**src/rtl/rhht_pkg.sv**
```systemverilog
// Shared types and constants for the Robin Hood hash table.
`default_nettype none
package rhht_pkg;
	localparam int TABLE_SLOTS = 256;
	localparam int NAME_BITS   = 64;
	localparam int SLOT_W      = $clog2(TABLE_SLOTS);
	localparam int COUNT_W     = SLOT_W + 1;
	localparam int QUEUE_DEPTH = 2;

	typedef logic [SLOT_W-1:0] slot_t;

	typedef enum logic [1:0] {
		ST_INSERTED  = 2'd0,
		ST_FULL      = 2'd1,
		ST_FOUND     = 2'd2,
		ST_NOT_FOUND = 2'd3
	} status_t;

	typedef enum logic {
		CMD_INSERT = 1'b0,
		CMD_LOOKUP = 1'b1
	} cmd_t;

	// classified job passed from front to back
	typedef struct packed {
		cmd_t                 cmd;
		slot_t                home;
		logic [NAME_BITS-1:0] name;
		logic [63:0]          ref_h;
		logic [31:0]          len;
	} job_t;

	typedef enum logic [2:0] {
		BK_IDLE,
		BK_READ,
		BK_CHECK,
		BK_DONE
	} bk_state_t;
endpackage
`default_nettype wire

```
**src/rtl/rhht_front.sv**
```systemverilog
// Front end: takes input transactions, classifies them and queues jobs.
`default_nettype none
module rhht_front (
	input  wire logic                clk,
	input  wire logic                arst_n,
	input  wire logic                in_valid,
	output logic                     in_stall,
	input  wire logic                command,
	input  wire logic [31:0]         hash_key,
	input  wire logic [63:0]         name_key,
	input  wire logic [63:0]         content_ref,
	input  wire logic [31:0]         content_len,
	output logic                     job_valid,
	input  wire logic                job_take,
	output rhht_pkg::job_t           job
);
	import rhht_pkg::*;

	job_t   q_mem_q [QUEUE_DEPTH];
	logic   wr_ptr_q, rd_ptr_q;
	logic [1:0] fill_q;
	logic   push, pop;

	assign in_stall  = (fill_q == 2'(QUEUE_DEPTH));
	assign push      = in_valid && !in_stall;
	assign job_valid = (fill_q != 2'd0);
	assign pop       = job_valid && job_take;
	assign job       = q_mem_q[rd_ptr_q];

	always_ff @(posedge clk) begin
		if (push) begin
			q_mem_q[wr_ptr_q].cmd   <= cmd_t'(command);
			q_mem_q[wr_ptr_q].home  <= hash_key[SLOT_W-1:0];
			q_mem_q[wr_ptr_q].name  <= name_key[NAME_BITS-1:0];
			q_mem_q[wr_ptr_q].ref_h <= content_ref;
			q_mem_q[wr_ptr_q].len   <= content_len;
		end
	end

	always_ff @(posedge clk or negedge arst_n) begin
		if (!arst_n) begin
			wr_ptr_q <= 1'b0;
			rd_ptr_q <= 1'b0;
			fill_q   <= 2'd0;
		end else begin
			if (push) wr_ptr_q <= ~wr_ptr_q;
			if (pop)  rd_ptr_q <= ~rd_ptr_q;
			fill_q <= fill_q + 2'(push) - 2'(pop);
		end
	end
endmodule
`default_nettype wire

```
**config.mk**
```make
export PLATFORM = sky130hd
export DESIGN_NAME = rhht_front
export DESIGN_NICKNAME = d
export VERILOG_FILES = /design/src/rtl/rhht_pkg.sv /design/src/rtl/rhht_front.sv
export SDC_FILE = /design/constraint.sdc
export NUM_CORES = 1
export LEC_CHECK = 0
export CAP_MARGIN = 30
export CORE_ASPECT_RATIO = 1.75
export CORE_MARGIN = 1
export CORE_UTILIZATION = 63
export DETAILED_ROUTE_END_ITERATION = 16
export DONT_BUFFER_PORTS = 1
export PLACE_DENSITY = 0.79
export RECOVER_POWER = 50
export SLEW_MARGIN = 20
export SYNTH_ARGS = -nofsm -noshare
export SYNTH_HDL_FRONTEND = slang
export SYNTH_SLANG_ARGS = --single-unit
```
**constraint.sdc**
```tcl
create_clock -name clk -period 10.45 [get_ports clk]
set_input_delay 0.5225 -clock clk [delete_from_list [all_inputs] [get_ports clk]]
set_output_delay 0.5225 -clock clk [all_outputs]
set_load 0.02 [all_outputs]
```
==> flow_summary.ini, run 1 <==
[outcome]
status = complete, but fails checks
violations = capacitance limit, slew limit

[yosys]
synthesis.instances = 544
netlist_area_mm2 = 0.0128
netlist_top_cells_area = edfxtp_1, mux2_4, mux2_2
synthTopCellsByCount = edfxtp_1, mux2_4, mux2_2
ys_ff_latch = 342
synth_edf_count = 338
ys.warnings.count = 0
yosys.area.top_type = edfxtp_1
yosys.area.top_type_share = 0.793
synth_cell_types = 16
synthMostInstantiatedCell = edfxtp_1
ys_seq_area_frac = 0.801
synth_async_sr_flop_share = 0.0117
mappedNetlistNets = 743
postSynthAreaPerCell_um2 = 23.5
ys_dominant_reg_cell = edfxtp_1

[die]
rows = 68
die_area_mm2 = 0.0209
die_h_um = 191
fp.dieW_um = 110
start_util = 0.646
placeableCoreArea_mm2 = 0.0198
top_level_port_count = 368

[routing]
routed_wire_length_per_instance_um = 26.6
post-route-drc-count = 0
dr_total_vias = 4969
detailedRoute.firstPassIterationCount = 4
ant_nets = 0
vias_per_inst = 6.00
detailed_route_iter0_violations = 274
route.final.wire_length_mm = 22.0

[critical_path]
critical_path.max_fanout = 54
worst_ep_arrival_time_ps = 4570
worst_setup_end_kind = flip-flop
cp-start-kind = flip-flop
crit_type = reg2reg
worst-endpoint-required_ps = 10650

[cts]
clock_latency_ps = 540
post_cts_buffers = 0
tritoncts.num_buffers = 28
postCtsHoldBufs = 1
cts.reportedPaths.clkPinSlew_ps = 70
tritoncts_clock_tree = yes
cts-root-buf = clkbuf_16
clock_tree_buf_depth = 3
count_of_h_tree_levels_built_during_cts = 1
cts-resized-gates = 0
cts_num_sinks = 342

[flow_run]
max_cap_violations = 3

[placed_design]
io_buffers = 0
place.gp.congestion = 0.737
detailedPlacementHpwl_mm = 15.1
placed_cells_incl_taps = 777

[power_and_ir_drop]
fin_total_pwr_mw = 4.38
cellLeakagePower_nw = 4.84
power.density_cell_area_mw_per_mm2 = 314
power.ir.vdd_worst_mv = 0.233

[finish]
num-fill-cells = 1147
area_delta_synth_final_pct = 9.10
nNetsFinal = 762
cell_count_final_fillers_out = 828
antenna_cells = 0
final_layout_size_suffix_gt1_frac = 0.370

[sta]
clock_skew_ps = 11.0
period_share = 0.418
maxSlewViolCount = 114
setup_violations = 0
max_slew.worst_pin.slew_ps = 2340
timing_hold_violations_final = 0
unrepaired_setup_endpoints_after_global_routing = false
min_cycle_time_layout_ps = 4370
finalSetupTns_ps = 0
fmax_mhz = 229
slew_headroom = -0.561

[grt]
antenna_found_initial = 0
gr-total-overflow = 0
gr-usage-all-layers = 0.205
grt_pass1_wl_mm = 30.6
first_global_vias = 5354
maximum_number_of_pins_on_one_net_before_global_route_repair = 64

[hold_path]
min-delay-path-class = in2reg
-- metal layers --
layer | global-route usage | routed length (um) | vias to the layer above
li1 | - | - | 2192
met2 | 0.377 | 12200 | 249
met4 | 0.102 | 1020 | 0
met1 | 0.195 | 6540 | 2467
met3 | 0.0704 | 2200 | 61
met5 | 0 | 0 | -
-- final timing paths --
kind | cells after the start | end | slack, ps | startpoint
setup / recovery | 5 | q_mem_q[0][88] | 6080 | fill_q[1]
hold / removal | 0 | q_mem_q[1][64] | 80 | content_ref[32]
setup reg to reg | 5 | q_mem_q[0][88] | 6080 | fill_q[1]
hold reg to reg | 1 | wr_ptr_q | 510 | wr_ptr_q
max in group asynchronous | 1 | rd_ptr_q | 9990 | arst_n
min in group asynchronous | 1 | fill_q[0] | 270 | arst_n
-- logic make-up after synthesis --
logic type / after synthesis / share of synthesized area
xor+xnor: 4 / 0.00274
simple gates: 6 / 0.00254
buf+inv: 21 / 0.0139
fa+ha+maj: 2 / 0.00195
flops: 342 / 0.801
mux: 169 / 0.178
-- sequential cells by signal, summed over array words and instances (netlist names) --
register	flops
q_mem_q	338
wr_ptr_q	1
rd_ptr_q	1
fill_q	2
-- per-stage QoR --
step            util  setup WS (ps)  cell area [um2]  hold slack [ps]
2_1_floorplan      -           2120            12800              227
3_3_place_gp   0.656           6640            13000              227
3_5_place_dp   0.657           6590            13000              227
4_1_cts        0.705           6010            14000             62.4
5_1_grt        0.704           5600            14000             58.0
6_report       0.704           6080            14000             78.1
-- layout by cell type, fill, tap and decap left out --
cell	netlist	routed
bufinv_16	0	5
inv_1	2	2
edfxtp_1	338	338
nand2_1	1	1
xnor2_1	3	3
and2_0	0	1
xor2_1	1	1
nand2b_1	1	1
clkinv_2	0	4
dlygate4sd3_1	0	1
clkbuf_16	0	29
buf_16	0	1
clkinv_1	0	8
inv_6	0	1
mux2_2	69	69
and3_1	1	1
mux2_4	100	100
buf_4	0	5
dfrtp_1	4	3
ha_1	2	2
nor2_1	1	1
dfrtp_4	0	1
clkbuf_1	0	4
or2_2	1	1
-- critical path: stages, from the launching register on --
cell      delay (ps)
dfrtp_1          410
nand2b_1         120
nand2_1          120
nor2_1          1440
clkbuf_1        1550
buf_16           340
-- report_power, final --
| part | internal [mW] | switching [mW] | leakage [nW] |
|---|---|---|---|
| combinational | 0.480 | 0.828 | 1.19 |
| sequential | 1.88 | 0.129 | 3.18 |
| clock | 0.626 | 0.437 | 0.464 |
-- layout make-up --
cell class	count	area, um2	share of cell area
Clock buffer	32	737	0.0528
Clock inverter	18	209	0.0150
Inverter	2	7.51	0.000538
Multi-Input combinational cell	181	2370	0.170
Sequential cell	342	10300	0.734
Tap cell	245	307	0.0220
Timing Repair Buffer	8	78.8	0.00565
Power figures use the tool's default switching activity.
==> inputs of run 2 (changes only) <==
Clock period 10.45 ns to 4.46 ns, I/O delays scaled along.
==> run 2 against run 1 <==
  * The run now fails in clock tree synthesis
  * Synthesized area unchanged
  * Synthesized cell count unchanged
==> flow_summary.ini, run 2 <==
[cts]
cts_num_sinks = 342
count_of_h_tree_levels_built_during_cts = 1
tritoncts.num_buffers = 27
clock_tree_buf_depth = 3
cts-root-buf = clkbuf_16
post_cts_buffers = 0
cts-resized-gates = 0
postCtsHoldBufs = 166

[yosys]
postSynthAreaPerCell_um2 = 23.5
synth_edf_count = 338
ys_ff_latch = 342
mappedNetlistNets = 743
ys.warnings.count = 0
yosys.area.top_type_share = 0.793
synthMostInstantiatedCell = edfxtp_1
yosys.area.top_type = edfxtp_1
ys_seq_area_frac = 0.801
synth_async_sr_flop_share = 0.0117
ys_dominant_reg_cell = edfxtp_1
synth_cell_types = 16
synthTopCellsByCount = edfxtp_1, mux2_4, mux2_2
synthesis.instances = 544
netlist_top_cells_area = edfxtp_1, mux2_4, mux2_2
netlist_area_mm2 = 0.0128

[die]
start_util = 0.646
top_level_port_count = 368
fp.dieW_um = 110
rows = 68
die_h_um = 191

[placed_design]
detailedPlacementHpwl_mm = 14.8
placed_cells_incl_taps = 777
place.gp.congestion = 0.750
io_buffers = 0

[outcome]
status = did not finish
stop_stage = clock tree synthesis
toolErrorMsg = [ERROR RSZ-0060] Max buffer count reached.
[run 2: per-stage QoR]
| stage | area (um2) | setup WS [ps] |
|---|---|---|
| 2_1_floorplan | 12800 | 911 |
| 3_3_place_gp | 13000 | 2140 |
| 3_5_place_dp | 13000 | 2060 |
[run 2: logic make-up after synthesis]
kind of cell	synth area share
fa+ha+maj	0.00195
xor+xnor	0.00274
simple gates	0.00254
buf+inv	0.0139
mux	0.178
flops	0.801
==> inputs of run 3 (changes only) <==
Settings changed: CORE_ASPECT_RATIO 1.75 to unset, CORE_UTILIZATION 63 to 40, PLACE_DENSITY 0.79 to unset, PLACE_DENSITY_LB_ADDON set to 0.15.
==> run 3 against run 2 <==
  * The flow now finishes, with violations (capacitance limit, slew limit)
==> flow_summary.ini, run 3 (synthesized netlist as in run 1, its figures left out) <==
[critical_path]
worst_ep_arrival_time_ps = 3140
critical_path.max_fanout = 169
crit_type = reg2reg
timing.reg2reg.worst_path_depth = 4
worst-endpoint-required_ps = 4520
cp-start-kind = flip-flop
worst_setup_end_kind = flip-flop

[die]
die_area_mm2 = 0.0327
die_h_um = 181
fp.dieW_um = 181
top_level_port_count = 368
start_util = 0.406
rows = 65
placeableCoreArea_mm2 = 0.0316

[grt]
grt_pass1_wl_mm = 35.8
gr-usage-all-layers = 0.143
first_global_vias = 6113
maximum_number_of_pins_on_one_net_before_global_route_repair = 170
gr-total-overflow = 0
antenna_found_initial = 0

[sta]
period_share = 0.690
max_slew.worst_pin.slew_ps = 2440
maxSlewViolCount = 170
setup_violations = 0
timing_hold_violations_final = 0
slew_headroom = -0.623
worst_hold_slack_ps = 344
fmax_mhz = 325
unrepaired_setup_endpoints_after_global_routing = false
finalSetupTns_ps = 0
min_cycle_time_layout_ps = 3080
clock_skew_ps = 10.9

[placed_design]
io_buffers = 0
placed_cells_incl_taps = 934
place.gp.congestion = 0.732
detailed_place.area_mm2 = 0.0133
detailedPlacementHpwl_mm = 15.1

[finish]
largest_register_ff_count = 338
nNetsFinal = 942
layout.cells.most_common_list = edfxtp_1, dlygate4sd3_1, mux2_4
registers.top_by_ff_count = q_mem_q
mostFrequentLayoutCell = edfxtp_1
num-fill-cells = 2547
cell_count_final_fillers_out = 1170
regArea_mm2 = 0.0103
antenna_cells = 0
stdcell_area_mm2 = 0.0161
final_layout_size_suffix_gt1_frac = 0.290
reg_top3 = q_mem_q (338), fill_q (2)
multi_input_area_mm2 = 0.00238
area_delta_synth_final_pct = 25.5

[hold_path]
min-delay-path-class = in2reg
worst_hold_path.num_cells = 1

[outcome]
status = complete, but fails checks
violations = capacitance limit, slew limit

[cts]
tritoncts.num_buffers = 36
cts-resized-gates = 0
cts_num_sinks = 342
count_of_h_tree_levels_built_during_cts = 2
tritoncts_clock_tree = yes
clock_tree_buf_depth = 3
clock_latency_ps = 490
cts-root-buf = clkbuf_16
cts.reportedPaths.clkPinSlew_ps = 60
post_cts_buffers = 0

[routing]
vias_per_inst = 4.82
routed_wire_length_per_instance_um = 20.4
ant_nets = 0
detailedRoute.firstPassIterationCount = 4
detailed_route_iter0_violations = 321
dr_total_vias = 5645
post-route-drc-count = 0
route.final.wire_length_mm = 23.9

[power_and_ir_drop]
fin_total_pwr_mw = 10.7
cellLeakagePower_nw = 5.63
power.ir.vdd_worst_mv = 0.480
power.density_cell_area_mw_per_mm2 = 666

[flow_run]
max_cap_violations = 1
[run 3: critical path, stage by stage (launching register included)]
cell and delay (ps):
dfrtp_1 400, nand2b_1 120, nand2_1 140, nor2_4 100
clkbuf_4 1740
[run 3: final timing paths]
check	startpoint	to	slack (ps)
setup / recovery	fill_q[1]	q_mem_q[0][59]	1380
hold / removal	in_valid	q_mem_q[1][167]	340
setup reg to reg	fill_q[1]	q_mem_q[0][59]	1380
hold reg to reg	fill_q[0]	fill_q[0]	540
max in group asynchronous	arst_n	rd_ptr_q	3730
min in group asynchronous	arst_n	fill_q[1]	530
[run 3: stage by stage]
stage                     utilization  worst slack, ps
after floorplan                     -              911
after global placement          0.420             2150
after detailed placement        0.420             2220
after CTS                       0.510             1700
after global routing            0.509             1090
final                           0.509             1380
[run 3: layout make-up]
type	count	share of cell area
flip-flops and latches	342	0.638
multi-input cells	181	0.148
repair buffers	180	0.114
clock buffers	42	0.0588
well taps	402	0.0313
clock inverters	21	0.00896
inverters	2	0.000467
[run 3: power by group]
part	switching (mW)	total, mW	leakage [nW]	internal (mW)
combinational	2.06	3.30	1.91	1.24
clock	1.11	2.73	0.537	1.62
sequential	0.242	4.67	3.18	4.43
total	3.41	10.7	5.63	7.29
[run 3: timing repair]
item	in CTS	in global routing
endpoints found under the setup margin	0	0
hold buffers	173	0
hold endpoints to repair	344	0
[run 3: layer usage]
metal	part of all wire	track usage
met2	0.51	0.253
met5	0	0
met3	0.082	0.0456
met4	0.022	0.0479
met1	0.38	0.162
